--- config.mk ---
export PLATFORM = sky130hd
export DESIGN_NAME = buffer_pool_allocator_core
export DESIGN_NICKNAME = d
export VERILOG_FILES = /design/src/design/bpa_pkg.sv /design/src/design/bpa_ctrl.sv /design/src/design/bpa_datapath.sv /design/src/design/buffer_pool_allocator_core.sv
export SDC_FILE = /design/constraint.sdc
export NUM_CORES = 1
export LEC_CHECK = 0
export ABC_AREA = 1
export BUFFER_PORTS_ARGS = -buffer_cell sky130_fd_sc_hd__buf_4
export CAP_MARGIN = 20
export CORE_MARGIN = 2
export CORE_UTILIZATION = 50
export CTS_CLUSTER_DIAMETER = 50
export DETAILED_ROUTE_END_ITERATION = 6
export GPL_TIMING_DRIVEN = 0
export HOLD_SLACK_MARGIN = 0.03
export PLACE_DENSITY = 0.69
export SLEW_MARGIN = 20
export SYNTH_ARGS = -nofsm -noshare
export SYNTH_HDL_FRONTEND = slang
export SYNTH_SLANG_ARGS = --single-unit
--- constraint.sdc ---
create_clock -name clk_i -period 5.5 [get_ports clk_i]
set_input_delay 1.1 -clock clk_i [delete_from_list [all_inputs] [get_ports clk_i]]
set_output_delay 1.1 -clock clk_i [all_outputs]
set_load 0.1 [all_outputs]
--- src/design/bpa_pkg.sv ---
// bpa_pkg: shared types, codes and defaults for the buffer pool allocator
// no dependencies; used by bpa_ctrl, bpa_datapath and buffer_pool_allocator_core
`timescale 1ns / 1ps
`default_nettype none

package bpa_pkg;

  // default pool geometry
  localparam int MAX_BUFFERS = 64;
  localparam int MAX_ENTRIES = 4096;

  // register reset values
  localparam int RESET_BUFFERS = 64;
  localparam int RESET_ENTRIES = 4096;

  // configuration port geometry
  localparam int CFG_IDX_W  = 4;
  localparam int CFG_DATA_W = 16;

  // register indexes
  localparam logic [CFG_IDX_W-1:0] REG_BUFFERS_IN_USE     = 4'd0;
  localparam logic [CFG_IDX_W-1:0] REG_ENTRIES_PER_BUFFER = 4'd1;

  // operation codes
  localparam logic [1:0] OP_ALLOC = 2'd0;
  localparam logic [1:0] OP_FREE  = 2'd1;
  localparam logic [1:0] OP_BAKE  = 2'd2;
  localparam logic [1:0] OP_WRITE = 2'd3;

  // status codes
  localparam logic [1:0] ST_DONE  = 2'd0;
  localparam logic [1:0] ST_EMPTY = 2'd1;
  localparam logic [1:0] ST_RANGE = 2'd2;
  localparam logic [1:0] ST_STATE = 2'd3;

  // buffer conditions
  localparam logic [1:0] COND_VACANT = 2'd0;
  localparam logic [1:0] COND_MAPPED = 2'd1;
  localparam logic [1:0] COND_BAKED  = 2'd2;

  typedef struct packed {
    logic [1:0]  operation;
    logic [7:0]  buffer_index;
    logic [12:0] position;
    logic [31:0] index_value;
  } bpa_in_t;

  typedef struct packed {
    logic [1:0]  status;
    logic [5:0]  allocated_buffer;
    logic [6:0]  buffers_left;
    logic        memory_write;
    logic [17:0] memory_address;
    logic [31:0] memory_value;
  } bpa_out_t;

  // controller to datapath commands
  typedef struct packed {
    logic capture;   // latch item, launch memory reads
    logic commit;    // update pool state, load result register
    logic cfg_write; // register write, re-initialize pool
  } bpa_cmd_t;

endpackage

`default_nettype wire

--- src/design/bpa_ctrl.sv ---
// bpa_ctrl: two-state sequencer plus result handshake for the allocator
// depends on bpa_pkg
`timescale 1ns / 1ps
`default_nettype none

module bpa_ctrl (
  input  wire               clk_i,
  input  wire               rst_ni,
  input  wire               in_valid_i,
  output logic              in_ready_o,
  output logic              out_valid_o,
  input  wire               out_ready_i,
  input  wire               cfg_valid_i,
  output logic              cfg_ready_o,
  output bpa_pkg::bpa_cmd_t cmd_o
);

  localparam logic S_IDLE = 1'b0;
  localparam logic S_EXEC = 1'b1;

  logic state_q, state_d;
  logic out_valid_q, out_valid_d;
  logic out_free;

  // result register can take a new item when empty or draining
  assign out_free = !out_valid_q || out_ready_i;

  assign in_ready_o  = (state_q == S_IDLE);
  assign cfg_ready_o = 1'b1;
  assign out_valid_o = out_valid_q;

  // command decode
  always_comb begin
    cmd_o           = '0;
    cmd_o.capture   = in_valid_i && (state_q == S_IDLE);
    cmd_o.commit    = (state_q == S_EXEC) && out_free;
    cmd_o.cfg_write = cfg_valid_i;
  end

  // next state
  always_comb begin
    state_d = state_q;
    case (state_q)
      S_IDLE: begin
        if (cmd_o.capture) state_d = S_EXEC;
      end
      S_EXEC: begin
        if (cmd_o.commit) state_d = S_IDLE;
      end
      default: state_d = S_IDLE;
    endcase
  end

  // result valid flag
  always_comb begin
    out_valid_d = out_valid_q;
    if (cmd_o.commit) begin
      out_valid_d = 1'b1;
    end else if (out_ready_i) begin
      out_valid_d = 1'b0;
    end
  end

  always_ff @(posedge clk_i or negedge rst_ni) begin
    if (!rst_ni) begin
      state_q     <= S_IDLE;
      out_valid_q <= 1'b0;
    end else begin
      state_q     <= state_d;
      out_valid_q <= out_valid_d;
    end
  end

endmodule

`default_nettype wire

--- src/design/bpa_datapath.sv ---
// bpa_datapath: config registers, vacant stack, condition memory, result register
// depends on bpa_pkg; driven by bpa_ctrl commands
`timescale 1ns / 1ps
`default_nettype none

module bpa_datapath #(
  parameter int MaxBuffers = bpa_pkg::MAX_BUFFERS,
  parameter int MaxEntries = bpa_pkg::MAX_ENTRIES
) (
  input  wire                             clk_i,
  input  wire                             rst_ni,
  input  bpa_pkg::bpa_cmd_t               cmd_i,
  input  bpa_pkg::bpa_in_t                in_i,
  input  wire [bpa_pkg::CFG_IDX_W-1:0]    cfg_index_i,
  input  wire [bpa_pkg::CFG_DATA_W-1:0]   cfg_data_i,
  output bpa_pkg::bpa_out_t               out_o
);

  localparam int AW  = (MaxBuffers > 1) ? $clog2(MaxBuffers) : 1;
  localparam int NW  = $clog2(MaxBuffers + 1);
  localparam int EW  = $clog2(MaxEntries + 1);
  localparam int PW  = 8 + EW;
  localparam int RESET_POOL =
    (bpa_pkg::RESET_BUFFERS > MaxBuffers) ? MaxBuffers : bpa_pkg::RESET_BUFFERS;

  // configuration registers
  logic [6:0]  bufs_q, bufs_d;
  logic [12:0] ents_q, ents_d;
  logic        init_pool;

  // pool state
  logic [NW-1:0]         count_q, count_d;
  logic [NW-1:0]         low_q, low_d;    // lowest count since init
  logic [MaxBuffers-1:0] valid_q, valid_d;

  // storage
  logic [AW-1:0] stack_mem [MaxBuffers];
  logic [1:0]    cond_mem  [MaxBuffers];

  // captured item and read data
  bpa_pkg::bpa_in_t item_q;
  logic [AW-1:0]    stk_rd_q;
  logic [1:0]       cond_rd_q;
  logic [PW-1:0]    prod_q;

  // result register
  bpa_pkg::bpa_out_t out_q, res;

  logic [NW-1:0] pool_n, pool_n_next;
  logic [EW-1:0] ent_n;
  logic [AW-1:0] bi_idx, top_buf;
  logic          bi_ok, pos_ok;
  logic [1:0]    cond;
  logic          cond_we, stk_we;
  logic [AW-1:0] cond_wa;
  logic [1:0]    cond_wd;

  // saturated pool size and entry count
  assign pool_n = (32'(bufs_q) > 32'(MaxBuffers)) ? NW'(MaxBuffers) : NW'(bufs_q);
  assign ent_n  = (32'(ents_q) > 32'(MaxEntries)) ? EW'(MaxEntries) : EW'(ents_q);
  assign pool_n_next = (32'(bufs_d) > 32'(MaxBuffers)) ? NW'(MaxBuffers) : NW'(bufs_d);

  // register writes; an unknown index changes nothing
  always_comb begin
    bufs_d    = bufs_q;
    ents_d    = ents_q;
    init_pool = 1'b0;
    if (cmd_i.cfg_write) begin
      case (cfg_index_i)
        bpa_pkg::REG_BUFFERS_IN_USE: begin
          bufs_d    = cfg_data_i[6:0];
          init_pool = 1'b1;
        end
        bpa_pkg::REG_ENTRIES_PER_BUFFER: begin
          ents_d    = cfg_data_i[12:0];
          init_pool = 1'b1;
        end
        default: init_pool = 1'b0;
      endcase
    end
  end

  // item checks
  assign bi_idx = item_q.buffer_index[AW-1:0];
  assign bi_ok  = 32'(item_q.buffer_index) < 32'(pool_n);
  assign pos_ok = 32'(item_q.position) < 32'(ent_n);
  assign cond   = valid_q[bi_idx] ? cond_rd_q : bpa_pkg::COND_VACANT;

  // top of stack: an untouched slot takes its init value, pool size minus count
  assign top_buf = (low_q == count_q) ? AW'(pool_n - count_q) : stk_rd_q;

  // operation execute
  always_comb begin
    res                  = '0;
    count_d              = count_q;
    low_d                = low_q;
    valid_d              = valid_q;
    cond_we              = 1'b0;
    cond_wa              = bi_idx;
    cond_wd              = bpa_pkg::COND_VACANT;
    stk_we               = 1'b0;
    res.status           = bpa_pkg::ST_DONE;
    case (item_q.operation)
      bpa_pkg::OP_ALLOC: begin
        if (count_q == '0) begin
          res.status = bpa_pkg::ST_EMPTY;
        end else begin
          count_d              = count_q - 1'b1;
          if (count_d < low_q) low_d = count_d;
          cond_we              = 1'b1;
          cond_wa              = top_buf;
          cond_wd              = bpa_pkg::COND_MAPPED;
          res.allocated_buffer = 6'(top_buf);
        end
      end
      bpa_pkg::OP_FREE: begin
        if (!bi_ok) begin
          res.status = bpa_pkg::ST_RANGE;
        end else if (cond == bpa_pkg::COND_VACANT) begin
          res.status = bpa_pkg::ST_STATE;
        end else begin
          cond_we = 1'b1;
          cond_wd = bpa_pkg::COND_VACANT;
          if (32'(count_q) < 32'(MaxBuffers)) begin
            stk_we  = 1'b1;
            count_d = count_q + 1'b1;
          end
        end
      end
      bpa_pkg::OP_BAKE: begin
        if (!bi_ok) begin
          res.status = bpa_pkg::ST_RANGE;
        end else if (cond != bpa_pkg::COND_MAPPED) begin
          res.status = bpa_pkg::ST_STATE;
        end else begin
          cond_we = 1'b1;
          cond_wd = bpa_pkg::COND_BAKED;
        end
      end
      bpa_pkg::OP_WRITE: begin
        if (!pos_ok || !bi_ok) begin
          res.status = bpa_pkg::ST_RANGE;
        end else if (cond != bpa_pkg::COND_MAPPED) begin
          res.status = bpa_pkg::ST_STATE;
        end else begin
          res.memory_write   = 1'b1;
          res.memory_address = 18'(32'(prod_q) + 32'(item_q.position));
          res.memory_value   = item_q.index_value;
        end
      end
      default: res.status = bpa_pkg::ST_DONE;
    endcase
    if (cond_we) valid_d[cond_wa] = 1'b1;
    res.buffers_left = 7'(count_d);
  end

  // control state
  always_ff @(posedge clk_i or negedge rst_ni) begin
    if (!rst_ni) begin
      bufs_q  <= 7'(bpa_pkg::RESET_BUFFERS);
      ents_q  <= 13'(bpa_pkg::RESET_ENTRIES);
      count_q <= NW'(RESET_POOL);
      low_q   <= NW'(RESET_POOL);
      valid_q <= '0;
    end else begin
      bufs_q <= bufs_d;
      ents_q <= ents_d;
      if (init_pool) begin
        count_q <= pool_n_next;
        low_q   <= pool_n_next;
        valid_q <= '0;
      end else if (cmd_i.commit) begin
        count_q <= count_d;
        low_q   <= low_d;
        valid_q <= valid_d;
      end
    end
  end

  // item capture, memory reads and address product
  always_ff @(posedge clk_i) begin
    if (cmd_i.capture) begin
      item_q    <= in_i;
      stk_rd_q  <= stack_mem[AW'(count_q - 1'b1)];
      cond_rd_q <= cond_mem[in_i.buffer_index[AW-1:0]];
      prod_q    <= PW'(in_i.buffer_index) * PW'(ent_n);
    end
  end

  // memory writes
  always_ff @(posedge clk_i) begin
    if (cmd_i.commit && cond_we) begin
      cond_mem[cond_wa] <= cond_wd;
    end
    if (cmd_i.commit && stk_we) begin
      stack_mem[AW'(count_q)] <= bi_idx;
    end
  end

  // result register
  always_ff @(posedge clk_i) begin
    if (cmd_i.commit) begin
      out_q <= res;
    end
  end

  assign out_o = out_q;

endmodule

`default_nettype wire

--- src/design/buffer_pool_allocator_core.sv ---
// buffer_pool_allocator_core: top level of the buffer pool allocator
// instantiates bpa_ctrl and bpa_datapath; depends on bpa_pkg
// an accepted item is captured with its memory reads, then executed
// into the output register once it is free; only then is a new item taken
// reset: registers return to 64 buffers and 4096 entries, all buffers vacant
// a register write re-initializes the pool in the same cycle
`timescale 1ns / 1ps
`default_nettype none

module buffer_pool_allocator_core #(
  parameter int MaxBuffers = bpa_pkg::MAX_BUFFERS,
  parameter int MaxEntries = bpa_pkg::MAX_ENTRIES
) (
  input  wire                           clk_i,
  input  wire                           rst_ni,
  input  wire                           in_valid_i,
  output logic                          in_ready_o,
  input  bpa_pkg::bpa_in_t              in_i,
  output logic                          out_valid_o,
  input  wire                           out_ready_i,
  output bpa_pkg::bpa_out_t             out_o,
  input  wire                           cfg_valid_i,
  output logic                          cfg_ready_o,
  input  wire [bpa_pkg::CFG_IDX_W-1:0]  cfg_index_i,
  input  wire [bpa_pkg::CFG_DATA_W-1:0] cfg_data_i
);

  bpa_pkg::bpa_cmd_t cmd;

  // sequencer
  bpa_ctrl u_ctrl (
    .clk_i       (clk_i),
    .rst_ni      (rst_ni),
    .in_valid_i  (in_valid_i),
    .in_ready_o  (in_ready_o),
    .out_valid_o (out_valid_o),
    .out_ready_i (out_ready_i),
    .cfg_valid_i (cfg_valid_i),
    .cfg_ready_o (cfg_ready_o),
    .cmd_o       (cmd)
  );

  // pool state and result
  bpa_datapath #(
    .MaxBuffers (MaxBuffers),
    .MaxEntries (MaxEntries)
  ) u_datapath (
    .clk_i       (clk_i),
    .rst_ni      (rst_ni),
    .cmd_i       (cmd),
    .in_i        (in_i),
    .cfg_index_i (cfg_index_i),
    .cfg_data_i  (cfg_data_i),
    .out_o       (out_o)
  );

endmodule

`default_nettype wire
# After elaboration in Yosys (flattened, before gate mapping)
# Memory sizes are Yosys's and may differ from the RTL's. A register that Yosys moved wholly into a read port is not among the register bits.
# Index checks and enable logic that the tools add are counted.
# totals
mem_count	2
input_bits	80
out_inout_bits	69
ramBits	512
regBits	239
elab_cells	133
# mem_list
name	depth	word_bits	read_ports	rd_ports_with_merged_regs	write_ports	line	source
u_datapath.stack_mem	64	6	1	1	1	bpa_datapath.sv:37	logic [AW-1:0] stack_mem [MaxBuffers];
u_datapath.cond_mem	64	2	1	1	1	bpa_datapath.sv:38	logic [1:0] cond_mem [MaxBuffers];
# classes
n_eq_ne	7
reduce_logical	26
muxes	61
multipliers	1
bitwise	4
addsub	4
order_cmp	10
# op_table
cell	n
$mux 64	3
$mux 7	15
$or 64x64->64	1
$mux 51	1
$mux 1	23
$add 18x13->18	1
$mul 8x13->18	1
$mux 6	3
$mux 2	8
$gt 7x7->1 const B	2
$lt 6x7->1 const B	2
$pmux 7 s2	1
$gt 13x13->1 const B	1
$lt 13x13->1	1
$mux 13	1
$reduce_bool 2->1	5
$lt 8x7->1	1
$pmux 2 s4	1
$add 7x1->7 const B	1
$eq 7x7->1	1
$logic_not 7->1	1
$lt 7x7->1	1
$lt 7x7->1 const B	1
$sub 7x1->7 const B	1
other kinds (21)	36

# Depth between registers and ports, before layout
# depth
ltp_word	14
mapped_depth	30
mapped_depth_nobuf	30

# Modules after synthesis
# Synthesis repeated with hierarchy kept, for this count alone.
# unflattened
hier_cells	3353
area_unflattened_um2	36267.3
# modules_own_cells
module	seq_area_each_um2	n_inst	cells_per_inst	area_per_inst_um2
bpa_datapath	22246.3	1	3338	36148.4
bpa_ctrl	50.0	1	15	118.9

# Least setup slack after synthesis
# No wires, ideal clock.
# synth_timing
path_kind	input to register
from	in in_i[47] (netlist name)
to	reg u_datapath.prod_q[17] (data pin)
setup_ps	261
t_arrival_ps	5410
n_path_buf	2
setup_slack_ps	-171
required_time_ps	5239
stages	25
cell_sequence	inv_1 > clkbuf_1 > clkbuf_1 > nor2_1 > fa_1 > fa_1 > inv_1 > fa_1 > fa_1 > inv_1 > ha_1 > nand2_1 > o21ai_0 > nand2_1 > nand2_1 > a21oi_1 > inv_1 > a21oi_1 > o21ai_0 > nand2_1 > nand2_1 > nand2_1 > nor3_1 > nor2_1 > xor2_1
# synth_between
elab_chain_len	1
# synth_rtl
element	line	source
start, declared	buffer_pool_allocator_core.sv:18	input bpa_pkg::bpa_in_t in_i,
$mul 8x13->18	bpa_datapath.sv:186	prod_q <= PW'(in_i.buffer_index) * PW'(ent_n);
end signal, assigned	bpa_datapath.sv:186	
end, declared	bpa_datapath.sv:44	logic [PW-1:0] prod_q;
# No other way between the ends.
# A chain may end at the register's enable or synchronous reset.

# Final worst setup path
# layout_timing
from	reg u_datapath.ents_q[12]
to	reg u_datapath.prod_q[14] (data pin)
# layout_between
elab_chain_len	3
# layout_rtl
element	line	source
start, declared	bpa_datapath.sv:28	logic [12:0] ents_q, ents_d;
start signal, assigned	bpa_datapath.sv:161	ents_q <= 13'(bpa_pkg::RESET_ENTRIES);
start signal, assigned	bpa_datapath.sv:167	ents_q <= ents_d;
$gt 13x13->1	bpa_datapath.sv:60	assign ent_n = (32'(ents_q) > 32'(MaxEntries)) ? EW'(MaxEntries) : EW'(ents_q);
$mux 13 (*)	bpa_datapath.sv:60	
$mul 8x13->18 (*)	bpa_datapath.sv:186	
# Every way passes the cells marked *; elsewhere a longest branch is shown, timed or not.

==> impl_results.md <==
* Vias in the first global route at 26150
* RSZ-0062 raised after global routing: yes
* Antenna violations before repair at 1
* Final core occ at 0.586
* Initial Util at 0.504
* R2R Setup Slk at 0.21 ns
* P&R area growth vs syn at 16.4%
* Critical path arrival at 5.65 ns
* Reg-to-reg endpoint: u_datapath.prod_q[14]
* Normalized max-slew margin at 0.195
* Tcrit/Tclk final at 0.961
* Achievable clock frequency at 0.189 GHz
* Synth cell types at between 60 and 70
* Yosys reg bits at roughly 760
* Cell Pwr Density at 496 nW/um^2
* Slew Limit Fails at 0
* Pin count of the biggest net entering global routing at about 100
* Pwr Total at 20700 uW
* First-pass GRT wire length at 158 mm
* Final nets at 3796
* CP endpoint kind: flip-flop
* Clk_skew at just under 0.04 ns
* XOR/XNOR Fraction of Synth Area at 0.0103
* Core area at between 70000 and 80000 um^2
* Slew @ Worst Pin at roughly 1.2 ns
* Fillers at 5798
* Clock-pin slew on the worst setup and hold paths at about 0.060 ns
* Diode count at 0
* Adder-Cell Fraction of Synth Area at 0.0630
* Yosys warns at 0
* Final RePlAce weighted congestion at ~0.94
* Row cnt at a little under 100
* CTS root buffer: clkbuf_16
* WL/cell at around 23 um
* H-tree levels at 3
* Via count at 27333
* TritonCTS clock tree: done
* Data required time of the worst path at around 6 ns
* Compound-Gate Fraction of Synth Area at 0.115
* Die Wd at 272 um
* CTS Buffer Depth at 3
* Routed WL at ~110 mm
* Mean Syn Cell Area at 10.9 um^2
* Count of final setup violators at 0
* Final Hold Vio Count at 0
* DRC at 0
* DPL Wire Length at roughly 73 mm
* Setup crit start kind: flip-flop
* Post-route ant nets at 0
* LEAKAGE at 0.0158 uW
* Share of cells above drive strength 1 at 0.131
* CP max FO at 8
* Num CTS Buffers at between 80 and 90
* Drt initial violations at ~3400
* Post-synth ARST share at 0.132
* Die Ht at approximately 270 um
* R2r worst-path depth at 20
* Seq/Total Area, Yosys at 0.622
* Port Buffers at roughly 140
* Worst-Skew Late Latency at 0.65 ns
* R2R Path Start: u_datapath.ents_q[12]
* Total grt overflow at 0
* Outcome: finished clean
* Minimum clock period at 5.29 ns
* Post-synth EDFFs at 659
* Largest family of logic cells by synthesized area: simple AND/OR/NAND/NOR gates
* Clock sink count at about 760
* Max-cap violations at 0
* Post-synthesis simple-gate area fraction at 0.140
* Synth Cell Area at 35900 um^2
* WS Path Type: reg -> reg
* Drt pass-1 iters at 6
* Hold Crit Class: in -> async
* Syn Inst Count at ~3300
* Mux contribution to synthesized area at 0.000942
* Area of the die at 73900 um^2
* Vias per inst at 5.95
* Syn nets at between 3000 and 4000
* Ys flop type: edfxtp_1
* IO Pins at 149
* Peak supply drop at about 340 uV
* Global-route usage over all layers at 0.283
[state kept, by name, indices dropped and copies added (netlist names), 7 cells and up]
name / cells
u_datapath.bufs_q: 7
u_datapath.valid_q: 64
u_datapath.stack_mem: 384
u_datapath.out_o: 66
u_datapath.prod_q: 18
u_datapath.count_q: 7
u_datapath.low_q: 7
u_datapath.cond_mem: 128
u_datapath.ents_q: 13
u_datapath.item_q: 49
[per-stage QoR]
stage / TNS, ns / worst slack (ns) / cells / hold slack, ns / cell area [um^2]
after floorplan: 0 / 0.00559 / 3305 / 0.453 / 35900
after global placement: -362.31 / -1.26 / 4399 / 0.465 / 38100
after detailed placement: -15.25 / -1.26 / 4424 / 0.473 / 38600
after CTS: 0 / 0.00157 / 4575 / 0.486 / 41500
after global routing: -0.185 / -0.0695 / 4593 / 0.370 / 41800
final: 0 / 0.213 / 4593 / 0.366 / 41800
[repair_timing]
action,CTS,global route
endpoints found under the setup margin,17,12
pin swaps,0,2
gates cloned,0,0
hold endpoints to repair,0,0
buffers inserted,1,18
gates resized for setup,23,28
hold buffers,0,0
[final cells by class]
class	instances	area, um^2	area share
repair buffers	189	1720	0.0411
flip-flops and latches	759	22300	0.534
multi-input cells	2108	11900	0.285
well taps	950	1190	0.0285
clock buffers	106	2350	0.0563
inverters	264	1030	0.0247
plain buffers	166	762	0.0182
clock inverters	51	502	0.0120
[critical path, cell delays in order (launching register included)]
cell and delay (ns):
dfstp_2 0.58, clkinvlp_4 0.16, a21oi_4 0.30, clkinv_4 0.17
nand2_2 0.22, nor2_1 0.09, fa_1 0.52, fa_1 0.50
fa_1 0.49, inv_1 0.05, fa_1 0.47, inv_1 0.04
ha_1 0.33, nand2_1 0.09, o21ai_0 0.28, a21oi_1 0.12
o21ai_1 0.22, nand2_1 0.10, nand2_1 0.07, a21oi_1 0.07
xor2_1 0.15
[metal layers]
layer | routed length, um | up-vias | track usage
met5 | 13 | - | 0
met4 | 4420 | 2 | 0.126
met3 | 12200 | 302 | 0.0655
met2 | 48000 | 1734 | 0.438
met1 | 41200 | 13203 | 0.384
li1 | - | 12092 | -
[how the worst max path moves through the flow]
stage	from	endpoint	slack, ns	cells after the start
6_report	u_datapath.ents_q[12]	u_datapath.prod_q[14]	0.21	20
2_1_floorplan	in_i[45]	u_datapath.prod_q[17]	0.006	25
3_3_place_gp	in_i[45]	u_datapath.prod_q[17]	-1.26	26
3_5_place_dp	in_i[45]	u_datapath.prod_q[17]	-1.26	26
4_1_cts	u_datapath.ents_q[12]	u_datapath.prod_q[14]	0.002	21
5_1_grt	u_datapath.ents_q[12]	u_datapath.prod_q[17]	-0.07	27
[cells by family (layout without fill, tap and decap cells)]
group | count (synthesis) | count (layout)
fa+ha+maj | 141 | 141
compound gates | 704 | 704
simple gates | 1217 | 1217
buf+inv | 438 | 776
xor+xnor | 42 | 42
mux | 3 | 3
flops | 759 | 759
other cells | 1 | 1
[where the power goes]
| part | switching (uW) | internal, uW | total, uW |
|---|---|---|---|
| Sequential | 280 | 6760 | 7040 |
| Combinational | 5750 | 2170 | 7930 |
| Clock | 2400 | 3360 | 5760 |
| Total | 8430 | 12300 | 20700 |
[cells in the final DEF, fill, tap and decap left out, types with 10 or more instances in the layout]
cell	count
clkbuf_16	91
clkbuf_1	120
o211ai_1	35
o221ai_1	68
o21bai_1	10
clkinvlp_4	11
buf_4	169
ha_1	73
a21oi_1	52
buf_2	30
o21ai_1	53
nand3_1	146
dfrtp_1	94
buf_8	16
o21ai_0	375
nor2_2	16
edfxtp_1	659
inv_1	232
xor2_1	32
fa_1	66
inv_2	18
nand2_1	377
nor2_1	618
nor3_1	17
clkinv_1	14
o22ai_1	69
clkinv_2	11
[Yosys cell counts (33+ instances only)]
cell type  instances  area, um^2
o21ai_0          378        1890
xor2_1            33         289
o211ai_1          35         263
a21oi_1           56         280
nor2_1           622        2330
nand3_1          146         731
nand2_1          380        1430
clkbuf_1         124         465
ha_1              75         938
o221ai_1          68         596
dfrtp_1           96        2400
fa_1              66        1320
inv_1            239         897
o21ai_1           51         255
edfxtp_1         659       19800
o22ai_1           69         432
Power figures use the tool's default switching activity.
